===== src/rtl/core/deq_pkg.sv =====
// ----------------------------------------------------------------------------
// deq_pkg
// Types and codes shared by the double-ended queue and its storage cells.
// ----------------------------------------------------------------------------
package deq_pkg;

   localparam int DATA_W = 32;

   typedef enum logic [1:0] {
      KIND_PUSH_FRONT = 2'd0,
      KIND_PUSH_REAR  = 2'd1,
      KIND_POP_FRONT  = 2'd2,
      KIND_POP_REAR   = 2'd3
   } kind_type;

   typedef enum logic [1:0] {
      STATUS_DONE  = 2'd0,
      STATUS_FULL  = 2'd1,
      STATUS_EMPTY = 2'd2
   } status_type;

   // what one lane of every cell does in a cycle
   typedef enum logic [1:0] {
      LANE_HOLD = 2'd0,
      LANE_SHR  = 2'd1,   // take the left neighbour (cell 0 takes the new value)
      LANE_SHL  = 2'd2,   // take the right neighbour
      LANE_PUT  = 2'd3    // the cell at the fill count takes the new value
   } lane_op_type;

   typedef struct packed {
      lane_op_type fwd_op;
      lane_op_type rev_op;
   } cell_ctrl_type;

   typedef struct packed {
      kind_type                  kind;
      logic signed [DATA_W-1:0]  value;
   } req_type;

   typedef struct packed {
      status_type                status;
      logic signed [DATA_W-1:0]  popped_value;
   } rsp_type;

endpackage


===== src/rtl/core/deq_cell.sv =====
// ----------------------------------------------------------------------------
// deq_cell
// One position of the queue: a front-ordered lane and a rear-ordered lane.
// ----------------------------------------------------------------------------
module deq_cell #(
   parameter int INDEX = 0,
   parameter int CNT_W = 4
) (
   input  logic                                clock,
   input  deq_pkg::cell_ctrl_type              ctrl,
   input  logic [CNT_W-1:0]                    count,
   input  logic signed [deq_pkg::DATA_W-1:0]   value,
   input  logic signed [deq_pkg::DATA_W-1:0]   fwd_left,
   input  logic signed [deq_pkg::DATA_W-1:0]   fwd_right,
   input  logic signed [deq_pkg::DATA_W-1:0]   rev_left,
   input  logic signed [deq_pkg::DATA_W-1:0]   rev_right,
   output logic signed [deq_pkg::DATA_W-1:0]   fwd_q,
   output logic signed [deq_pkg::DATA_W-1:0]   rev_q
);

   logic signed [deq_pkg::DATA_W-1:0] fwd_ff, fwd_in;
   logic signed [deq_pkg::DATA_W-1:0] rev_ff, rev_in;
   logic                              here;

   assign here = (count == CNT_W'(INDEX));

   function automatic logic signed [deq_pkg::DATA_W-1:0] lane_next(
      input deq_pkg::lane_op_type             op,
      input logic signed [deq_pkg::DATA_W-1:0] own,
      input logic signed [deq_pkg::DATA_W-1:0] left,
      input logic signed [deq_pkg::DATA_W-1:0] right,
      input logic signed [deq_pkg::DATA_W-1:0] val,
      input logic                              sel
   );
      logic signed [deq_pkg::DATA_W-1:0] nxt;
      unique case (op)
         deq_pkg::LANE_SHR: nxt = left;
         deq_pkg::LANE_SHL: nxt = right;
         deq_pkg::LANE_PUT: nxt = sel ? val : own;
         default:           nxt = own;
      endcase
      return nxt;
   endfunction

   assign fwd_in = lane_next(ctrl.fwd_op, fwd_ff, fwd_left, fwd_right, value, here);
   assign rev_in = lane_next(ctrl.rev_op, rev_ff, rev_left, rev_right, value, here);

   always_ff @(posedge clock) begin
      fwd_ff <= fwd_in;
      rev_ff <= rev_in;
   end

   assign fwd_q = fwd_ff;
   assign rev_q = rev_ff;

endmodule


===== src/rtl/core/circular_deque.sv =====
// ----------------------------------------------------------------------------
// circular_deque
// Double-ended queue of DEPTH signed 32-bit entries built as a row of cells.
// ----------------------------------------------------------------------------
//  channel | direction | handshake             | payload
//  req_    | in        | req_valid / req_ready | deq_pkg::req_type (kind, value)
//  rsp_    | out       | rsp_valid / rsp_ready | deq_pkg::rsp_type (status, popped_value)
//
// One item per cycle: each item is resolved against the fill count in the
// cycle it is taken; every cell shifts, loads or (if refused) holds in that same cycle.
// The result sits in an output register; a new item is taken whenever that
// register is empty or being drained, so only a stalled rsp_ holds off req_.
// Reset empties the queue at once (fill count to zero); entry data is not
// cleared.
// Front lane keeps the front item at cell 0, rear lane the rear item at cell 0,
// so both pops read a fixed cell.
module circular_deque #(
   parameter int DEPTH = 8
) (
   input  logic              clock,
   input  logic              reset,
   input  logic              req_valid,
   output logic              req_ready,
   input  deq_pkg::req_type  req_data,
   output logic              rsp_valid,
   input  logic              rsp_ready,
   output deq_pkg::rsp_type  rsp_data
);

   localparam int CNT_W = $clog2(DEPTH + 1);

   logic [CNT_W-1:0]                  count_ff, count_in;
   logic                              rsp_valid_ff;
   deq_pkg::rsp_type                  rsp_ff, rsp_in;
   deq_pkg::cell_ctrl_type            ctrl;
   logic                              accept;
   logic                              is_full, is_empty;
   logic signed [deq_pkg::DATA_W-1:0] fwd_q [DEPTH];
   logic signed [deq_pkg::DATA_W-1:0] rev_q [DEPTH];

   assign accept   = req_valid && req_ready;
   assign is_empty = (count_ff == '0);
   assign is_full  = (count_ff == CNT_W'(DEPTH));

   always_comb begin
      ctrl                = '{fwd_op: deq_pkg::LANE_HOLD, rev_op: deq_pkg::LANE_HOLD};
      count_in            = count_ff;
      rsp_in.status       = deq_pkg::STATUS_DONE;
      rsp_in.popped_value = '0;
      unique case (req_data.kind)
         deq_pkg::KIND_PUSH_FRONT, deq_pkg::KIND_PUSH_REAR: begin
            if (is_full) begin
               rsp_in.status = deq_pkg::STATUS_FULL;
            end else begin
               count_in = count_ff + CNT_W'(1);
               if (req_data.kind == deq_pkg::KIND_PUSH_FRONT) begin
                  ctrl = '{fwd_op: deq_pkg::LANE_SHR, rev_op: deq_pkg::LANE_PUT};
               end else begin
                  ctrl = '{fwd_op: deq_pkg::LANE_PUT, rev_op: deq_pkg::LANE_SHR};
               end
            end
         end
         deq_pkg::KIND_POP_FRONT, deq_pkg::KIND_POP_REAR: begin
            if (is_empty) begin
               rsp_in.status = deq_pkg::STATUS_EMPTY;
            end else begin
               count_in = count_ff - CNT_W'(1);
               if (req_data.kind == deq_pkg::KIND_POP_FRONT) begin
                  rsp_in.popped_value = fwd_q[0];
                  ctrl.fwd_op         = deq_pkg::LANE_SHL;
               end else begin
                  rsp_in.popped_value = rev_q[0];
                  ctrl.rev_op         = deq_pkg::LANE_SHL;
               end
            end
         end
         default: begin
            rsp_in.status = deq_pkg::STATUS_DONE;
         end
      endcase
      if (!accept) begin
         ctrl     = '{fwd_op: deq_pkg::LANE_HOLD, rev_op: deq_pkg::LANE_HOLD};
         count_in = count_ff;
      end
   end

   for (genvar i = 0; i < DEPTH; i++) begin : g_cell
      logic signed [deq_pkg::DATA_W-1:0] fwd_l, fwd_r, rev_l, rev_r;
      if (i == 0) begin : g_first
         assign fwd_l = req_data.value;
         assign rev_l = req_data.value;
      end else begin : g_mid
         assign fwd_l = fwd_q[i-1];
         assign rev_l = rev_q[i-1];
      end
      if (i == DEPTH - 1) begin : g_last
         assign fwd_r = '0;
         assign rev_r = '0;
      end else begin : g_inner
         assign fwd_r = fwd_q[i+1];
         assign rev_r = rev_q[i+1];
      end
      deq_cell #(
         .INDEX (i),
         .CNT_W (CNT_W)
      ) u_cell (
         .clock     (clock),
         .ctrl      (ctrl),
         .count     (count_ff),
         .value     (req_data.value),
         .fwd_left  (fwd_l),
         .fwd_right (fwd_r),
         .rev_left  (rev_l),
         .rev_right (rev_r),
         .fwd_q     (fwd_q[i]),
         .rev_q     (rev_q[i])
      );
   end

   always_ff @(posedge clock) begin
      if (reset) begin
         count_ff     <= '0;
         rsp_valid_ff <= 1'b0;
      end else begin
         count_ff <= count_in;
         if (accept) begin
            rsp_valid_ff <= 1'b1;
         end else if (rsp_ready) begin
            rsp_valid_ff <= 1'b0;
         end
      end
      if (accept) begin
         rsp_ff <= rsp_in;
      end
   end

   assign req_ready = !rsp_valid_ff || rsp_ready;
   assign rsp_valid = rsp_valid_ff;
   assign rsp_data  = rsp_ff;

`ifndef SYNTHESIS
   a_count_range: assert property (@(posedge clock) disable iff (reset)
      count_ff <= CNT_W'(DEPTH))
      else $error("fill count beyond depth");

   a_full_refused: assert property (@(posedge clock) disable iff (reset)
      accept && is_full && !req_data.kind[1]
      |=> rsp_data.status == deq_pkg::STATUS_FULL && $stable(count_ff))
      else $error("push into full queue not refused");

   a_empty_refused: assert property (@(posedge clock) disable iff (reset)
      accept && is_empty && req_data.kind[1]
      |=> rsp_data.status == deq_pkg::STATUS_EMPTY && rsp_data.popped_value == '0)
      else $error("pop from empty queue not refused");

   a_push_count: assert property (@(posedge clock) disable iff (reset)
      accept && !is_full && !req_data.kind[1]
      |=> count_ff == $past(count_ff) + CNT_W'(1))
      else $error("push did not grow the queue");

   a_lanes_agree: assert property (@(posedge clock) disable iff (reset)
      count_ff == CNT_W'(1) |-> fwd_q[0] == rev_q[0])
      else $error("front and rear lanes disagree on single entry");
`endif

endmodule


===== config.mk =====
export PLATFORM = sky130hd
export DESIGN_NAME = circular_deque
export DESIGN_NICKNAME = d
export VERILOG_FILES = /design/src/rtl/core/deq_pkg.sv /design/src/rtl/core/deq_cell.sv /design/src/rtl/core/circular_deque.sv
export SDC_FILE = /design/constraint.sdc
export NUM_CORES = 1
export LEC_CHECK = 0
export BUFFER_PORTS_ARGS = -buffer_cell sky130_fd_sc_hd__clkbuf_2
export CAP_MARGIN = 15
export CORE_ASPECT_RATIO = 0.9
export CORE_MARGIN = 3
export CORE_UTILIZATION = 50
export DETAILED_ROUTE_END_ITERATION = 16
export GPL_ROUTABILITY_DRIVEN = 0
export HOLD_SLACK_MARGIN = 0.05
export PLACE_DENSITY = 0.75
export SLEW_MARGIN = 20
export SYNTH_ARGS = -nofsm -noshare
export SYNTH_HDL_FRONTEND = slang
export SYNTH_SLANG_ARGS = --single-unit

===== constraint.sdc =====
create_clock -name clock -period 7.5 [get_ports clock]
set_clock_uncertainty 0.15 [all_clocks]
set_input_delay 0.375 -clock clock [delete_from_list [all_inputs] [get_ports clock]]
set_output_delay 0.375 -clock clock [all_outputs]
set_load 0.03 [all_outputs]

==> flow_summary_export.csv, run 1 <==
group,metric,value,unit
timing,slew_viol_final,0,
worst_setup_path,crit_path_start_kind,"register",
logic_synthesis,synth_edf_count,546,
timing,fin_setup_tns,0,ps
detailed_routing,drtPass1Iterations,6,
layout,area_delta_synth_final,11.08,%
logic_synthesis,ys_types,40,
worst_setup_path,worstPathArrival,3990,ps
worst_setup_path,end_kind,"register",
timing,max_freq,261.3,MHz
clock_network,cts.sinks,551,
power_and_ir_drop,powerDensity,288.1,nW/um2
run_status,status,"finished, final reports clean",
timing,holdWs,84.73,ps
logic_synthesis,ys_seq_area_frac,0.6643,
layout,layout_common_cells,"edfxtp_1 (546), o21ai_0 (193), a2bb2oi_1 (192), a221o_1 (192), nand2_1 (77)",
detailed_routing,drtIter0Drc,2249,
detailed_routing,num_vias,16220,
die,die_w,240.9,um
detailed_routing,drt-total-wl,61.97,mm
min_path,hold_class,"in2reg",
global_route,grt_max_degree,162,
worst_setup_path,crit_buf_inv,2,
worst_setup_path,crit_type,"reg2reg",
logic_synthesis,yosysWarnings,0,
global_route,gr-total-overflow,0,
layout,fillers,3768,
global_route,grt_pass1_wl,96.26,mm
worst_setup_path,cpLargestDelayFamily,"simple AND/OR/NAND/NOR gates",
min_path,worstHoldStart,"req_data[30]",
die,io_pins,74,
layout,diodes,0,
timing,finalSetupViolCount,0,
clock_network,numCtsBuffers,53,
placed_design,dp_hpwl,35.03,mm
timing,hold_violations,0,
die,core_area,48500,um2
clock_network,cts-root-buf,"clkbuf_16",
worst_setup_path,worstPathMaxFanout,35,
timing,rsz0062_at_grt,"no",
die,start_util,0.5120,
logic_synthesis,syn_area,24830,um2
power_and_ir_drop,power_leakage,0.009333,uW
die,rows,76,
power_and_ir_drop,peakVddDrop,0.0002213,V
detailed_routing,drc,0,
worst_setup_path,cp_slowest_cell,"inv_2",
layout,layout.nets,1728,
logic_synthesis,ys_top_cells_by_area,"edfxtp_1 (66%), a221o_1 (7.7%), a2bb2oi_1 (6.8%), o21ai_0 (3.9%), mux2_1 (2.8%)",
timing,worstMarginPinSlew,1098,ps
global_route,grt_pass1_vias,15720,
logic_synthesis,synth_seq_cells,551,
logic_synthesis,synth_top_area_cell,"edfxtp_1",
detailed_routing,via_per_inst,6.924,
layout,finish.utilization,0.5688,
clock_network,htree_levels,2,
global_route,antenna_found_initial,0,
clock_network,clkTransAtPathRegs,60,ps
placed_design,numPortBuffers,73,
logic_synthesis,async_flop_share,0,
layout,final_common_cell,"edfxtp_1",
worst_setup_path,crit_chain,"nand2b_1 -> nand2_4 -> inv_2 -> nand3_2 -> buf_4 -> mux2_1",
logic_synthesis,syn_inst,1655,
job,drv_cap,0,
worst_setup_path,worstReg2RegStart,"rsp_valid",
clock_network,cts_tree,"done",
die,dieArea,52380,um2
die,die_y,217.4,um
clock_network,cts_buffer_depth,3,
timing,slew_headroom,0.2680,
worst_setup_path,required,7660,ps
timing,post-route-min-period,3826,ps
worst_setup_path,cpPeakStageDelay,810,ps
logic_synthesis,synth_area_per_cell,15.00,um2
detailed_routing,ant_nets,0,
logic_synthesis,syn_nets,1697,
global_route,grt.total_usage,0.2360,
worst_setup_path,crit_start,"rsp_valid",
layout,layout-drive-gt1-share,0.1396,
clock_network,worstSkewPairLatency,580,ps
logic_synthesis,synth-main-ff-cell,"edfxtp_1",
clock_network,postCtsSetupBuffers,0,
timing,period_share,0.5102,
logic_synthesis,synth_top_area_share,0.6603,
detailed_routing,wire_per_inst,26.45,um
-- metal layers --
metal	vias to the layer above	GRT usage	part of all wire
met5	-	0	0
met2	1005	0.3413	0.44
met4	0	0.05157	0.018
met1	8143	0.3681	0.43
met3	101	0.04957	0.11
li1	6975	-	-
-- per-stage QoR --
stage / instances / total power [uW] / worst slack [ps] / area (um2)
2_1_floorplan: 1655 / 5014 / 3697 / 24830
3_3_place_gp: 2234 / 5391 / 3654 / 25800
3_5_place_dp: 2234 / 5454 / 3504 / 25800
4_1_cts: 2343 / 7969 / 3728 / 27580
5_1_grt: 2343 / 8250 / 3542 / 27580
6_report: 2343 / 7947 / 3674 / 27580
-- state kept, by name, indices dropped and copies added (netlist names) --
| signal | count |
|---|---|
| rsp_data | 34 |
| rsp_valid | 1 |
| count_ff | 4 |
| g_cell.u_cell.fwd_q | 256 |
| g_cell.u_cell.rev_q | 256 |
-- final cells by class --
type / instances / area (um2) / share of cell area
clock buffer: 70 / 1400 / 0.05076
clock inverter: 18 / 163.9 / 0.005942
inverter: 4 / 15.01 / 0.0005443
multi-input combinational: 946 / 7863 / 0.2851
sequential: 551 / 16500 / 0.5980
tap: 624 / 780.7 / 0.02831
timing repair buffer: 130 / 864.6 / 0.03134
-- worst reg2reg max path, delay by kind of cell (launching register included) --
kind,cells,cell delay (ps)
buffers and inverters,2,1310
DFF,1,320
muxes,1,360
and+or+nand+nor,3,1430
-- path summary, 6_finish.rpt --
path / cells past startpoint / slack (ps) / to
max: 6 / 3670 / g_cell[0].u_cell.fwd_q[14]
max reg2reg: 6 / 3670 / g_cell[0].u_cell.fwd_q[14]
min: 2 / 80 / g_cell[7].u_cell.fwd_q[30]
min reg2reg: 1 / 400 / g_cell[7].u_cell.rev_q[7]
-- cell families after synthesis --
kind of cell	share of synthesized area
flip-flops	0.6643
adder cells (fa/ha/maj)	0.002016
multiplexers	0.02988
AO/OA/AOI/OAI	0.2236
AND/OR/NAND/NOR	0.04873
XOR/XNOR	0.002016
buffers and inverters	0.02943
-- report_power, final --
part / leakage [uW] / switching [uW] / internal, uW / total [uW]
Sequential: 0.00515 / 181 / 3910 / 4090
Combinational: 0.00342 / 844 / 497 / 1340
Clock: 0.000757 / 1110 / 1400 / 2510
-- cell usage after synthesis (4+ instances only) --
cell       number
a21o_1         32
a21oi_1        85
a221o_1       192
a22o_1         32
a2bb2oi_1     192
buf_2          77
buf_4           5
clkbuf_1       66
dfxtp_1         5
edfxtp_1      546
ha_1            4
mux2_1         62
nand2_1        77
nand2b_1        5
nor2_1         11
nor2b_1         4
nor4b_2         4
nor4b_4        28
o21ai_0       193
-- what timing repair did --
item,CTS,global route
hold buffers,21,0
hold endpoints to repair,51,0
endpoints found under the setup margin,0,0
gates resized for setup,0,0
(Power assumes the default switching activity.)
==> run 2: changes to the inputs <==
--- a/config.mk
+++ b/config.mk
@@ -5,6 +5,7 @@
 export SDC_FILE = /design/constraint.sdc
 export NUM_CORES = 1
 export LEC_CHECK = 0
+export ABC_AREA = 1
 export BUFFER_PORTS_ARGS = -buffer_cell sky130_fd_sc_hd__clkbuf_2
 export CAP_MARGIN = 15
 export CORE_ASPECT_RATIO = 0.9
@@ -13,7 +14,7 @@
 export DETAILED_ROUTE_END_ITERATION = 16
 export GPL_ROUTABILITY_DRIVEN = 0
 export HOLD_SLACK_MARGIN = 0.05
-export PLACE_DENSITY = 0.75
+export PLACE_DENSITY = 0.78
 export SLEW_MARGIN = 20
 export SYNTH_ARGS = -nofsm -noshare
 export SYNTH_HDL_FRONTEND = slang
==> constraint.sdc (replaced) <==
create_clock -name clock -period 3.33 [get_ports clock]
set_clock_uncertainty 0.15 [all_clocks]
set_input_delay 0.1665 -clock clock [delete_from_list [all_inputs] [get_ports clock]]
set_output_delay 0.1665 -clock clock [all_outputs]
set_load 0.03 [all_outputs]
==> run 2 against run 1 <==
Net effect:
- synthesized cell count rose by 46%
- total power rose by 110%
- count of clock-buffer cells in the layout fell by 2
- core utilization rose by 0.065 points
- setup slack got worse by 3400 ps
- sequential share of layout area rose by 0.52 points
- critical path depth rose by 3
- fmax rose by 27%
==> flow_summary_export.csv, run 2 <==
group,metric,value,unit
logic_synthesis,synth.area.mux_share,0,
logic_synthesis,synth_fa_ha_area_frac,0.002050,
die,die_y,215.6,um
timing,post-route-min-period,3007,ps
worst_setup_path,cpLargestDelayFamily,"simple AND/OR/NAND/NOR gates",
layout,layout_common_cells,"nand2_1 (1110), edfxtp_1 (546), nand3_1 (431)",
global_route,grt_most_used_layer,"met2",
clock_network,htree_levels,2,
detailed_routing,num_vias,18200,
detailed_routing,wire_per_inst,18.25,um
logic_synthesis,syn_nets,2454,
global_route,antenna_found_initial,5,
global_route,gr-total-overflow,0,
logic_synthesis,synth-main-ff-cell,"edfxtp_1",
logic_synthesis,syn_area,24420,um2
global_route,grt_pass1_wl,92.63,mm
logic_synthesis,ys_seq_area_frac,0.6756,
die,die_w,238.9,um
die,start_util,0.5085,
logic_synthesis,synth_compound_area_frac,0.02152,
clock_network,clkTransAtPathRegs,60,ps
logic_synthesis,synth_top_area_share,0.6715,
power_and_ir_drop,internal_power,12580,uW
placed_design,dp_hpwl,36.27,mm
layout,fillers,3870,
logic_synthesis,synth_top_area_cell,"edfxtp_1",
run_status,status,"finished, final reports clean",
die,rows,76,
logic_synthesis,ys_top_cells_by_area,"edfxtp_1 (67%), nand2_1 (17%), nand3_1 (8.8%), buf_2 (1.5%), o21ai_0 (1.3%)",
die,dieArea,51530,um2
layout,finish.utilization,0.5694,
power_and_ir_drop,p_sw,4426,uW
worst_setup_path,worstPathArrival,3290,ps
worst_setup_path,end_kind,"register",
clock_network,worstSkewPairLatency,570,ps
logic_synthesis,async_flop_share,0,
clock_network,cts-root-buf,"clkbuf_16",
layout,layout.nets,2525,
layout,area_delta_synth_final,11.99,%
global_route,grtUsageMet3,0.04651,
min_path,hold_class,"in2reg",
timing,period_share,0.9029,
worst_setup_path,crit_buf_inv,2,
clock_network,postCtsSetupBuffers,0,
global_route,grt.total_usage,0.2202,
logic_synthesis,synth_seq_cells,551,
worst_setup_path,worstPathMaxFanout,224,
power_and_ir_drop,switching_share,0.2603,
global_route,met2_usage,0.3696,
worst_setup_path,cpPeakStageDelay,550,ps
logic_synthesis,synth_top_family_by_area,"simple AND/OR/NAND/NOR gates",
timing,hold_violations,0,
logic_synthesis,yosysWarnings,0,
worst_setup_path,required,3610,ps
worst_setup_path,cpMostUsedCell,"nand2_1",
clock_network,cts.sinks,551,
power_and_ir_drop,seq_power_share,0.543,
detailed_routing,drtIter0Drc,1896,
global_route,grt_max_degree,225,
logic_synthesis,synth_common_cells,"nand2_1 (1110), edfxtp_1 (546), nand3_1 (431)",
global_route,globalRouteMet1Util,0.2918,
timing,slew_headroom,0.2768,
timing,fin_setup_tns,0,ps
worst_setup_path,crit_type,"reg2reg",
power_and_ir_drop,power_leakage,0.01115,uW
die,io_pins,74,
timing,finalSetupViolCount,0,
worst_setup_path,cp_slowest_cell,"buf_12",
logic_synthesis,synth_edf_count,546,
logic_synthesis,ys_types,24,
layout,final_common_cell,"nand2_1",
clock_network,numCtsBuffers,52,
worst_setup_path,crit_path_start_kind,"register",
detailed_routing,ant_nets,0,
job,drv_cap,0,
clock_network,cts_tree,"done",
power_and_ir_drop,peakVddDrop,0.0004201,V
detailed_routing,drtPass1Iterations,6,
logic_synthesis,syn_inst,2412,
power_and_ir_drop,powerDensity,621.9,nW/um2
timing,worstMarginPinSlew,1085,ps
detailed_routing,drc,0,
power_and_ir_drop,p_comb_frac,0.124,
timing,max_freq,332.6,MHz
clock_network,cts_buffer_depth,3,
global_route,grt_pass1_vias,18590,
logic_synthesis,yosysMostFrequentCell,"nand2_1",
timing,slew_viol_final,0,
logic_synthesis,synth_xor_area_frac,0.001076,
detailed_routing,drt-total-wl,57.54,mm
timing,rsz0062_at_grt,"no",
detailed_routing,via_per_inst,5.774,
die,core_area,48020,um2
worst_setup_path,crit_chain,"inv_1 -> ha_1 -> nand2_1 -> nor2_1 -> nand2_1 -> nand3b_1 -> buf_12 -> nand2_1 -> nand3_1",
layout,layout-drive-gt1-share,0.07573,
placed_design,numPortBuffers,73,
logic_synthesis,synth_area_per_cell,10.12,um2
logic_synthesis,synth_simple_gate_area_frac,0.2636,
power_and_ir_drop,pwr-share-clk,0.333,
## run 2: area by class of cell
type | instances | area (um2) | area share
sequential | 551 | 16500 | 0.6033
multi-input combinational | 1670 | 7064 | 0.2584
clock buffer | 68 | 1383 | 0.05056
timing repair buffer | 146 | 1166 | 0.04265
tap | 624 | 780.7 | 0.02855
inverter | 62 | 237.7 | 0.008694
clock inverter | 25 | 201.4 | 0.007367
antenna | 6 | 15.01 | 0.0005491
## run 2: final timing paths
| kind | slack [ps] | depth (start not counted) | endpoint | from |
|---|---|---|---|---|
| worst max-delay path | 320 | 9 | g_cell[1].u_cell.rev_q[4] | count_ff[0] |
| worst min-delay path | 140 | 4 | rsp_data[24] | rsp_ready |
| worst max register to register | 320 | 9 | g_cell[1].u_cell.rev_q[4] | count_ff[0] |
| worst min register to register | 390 | 2 | g_cell[6].u_cell.fwd_q[20] | g_cell[7].u_cell.fwd_q[20] |
## run 2: per-stage QoR
| step | hold slack (ps) | power [uW] | instance area (um2) | cells | worst slack (ps) |
|---|---|---|---|---|---|
| 2_1_floorplan | 85.57 | 10640 | 24420 | 2412 | 387.8 |
| 3_3_place_gp | 234.3 | 11280 | 25380 | 3017 | 516.4 |
| 3_5_place_dp | 245.8 | 11390 | 25380 | 3017 | 369.8 |
| 4_1_cts | 102.7 | 17060 | 27330 | 3146 | 329.1 |
| 5_1_grt | 144.6 | 17650 | 27330 | 3147 | 140.7 |
| 6_report | 144.5 | 17000 | 27340 | 3152 | 323.4 |
## run 2: worst register-to-register path: stages, from the launching register on
cell	delay, ps
dfxtp_1	360
inv_1	130
ha_1	300
nand2_1	90
nor2_1	220
nand2_1	180
nand3b_1	210
buf_12	550
nand2_1	530
nand3_1	140
## run 2: kinds of logic after synthesis
logic type / count (synthesis)
compound gates: 102
xor+xnor: 3
fa+ha+maj: 4
buf+inv: 191
flops: 551
simple gates: 1561
## run 2: power groups by stage
stage / clock, uW / combinational (uW) / sequential [uW]
3_5_place_dp: 0 / 2040 / 9350
2_1_floorplan: 0 / 1340 / 9300
5_1_grt: 5990 / 2340 / 9320
4_1_cts: 5750 / 2090 / 9230
6_report: 5670 / 2110 / 9230
3_3_place_gp: 0 / 1940 / 9340
## run 2: metal layers
layer / vias to the layer above / part of all wire
met5: - / 0.00045
met4: 4 / 0.024
met3: 131 / 0.092
met2: 831 / 0.48
met1: 8869 / 0.40
li1: 8364 / -
## run 2: timing repair
item                                   CTS  global route
hold buffers                            36             0
resized for setup                        0             0
endpoints found under the hold margin  327             0
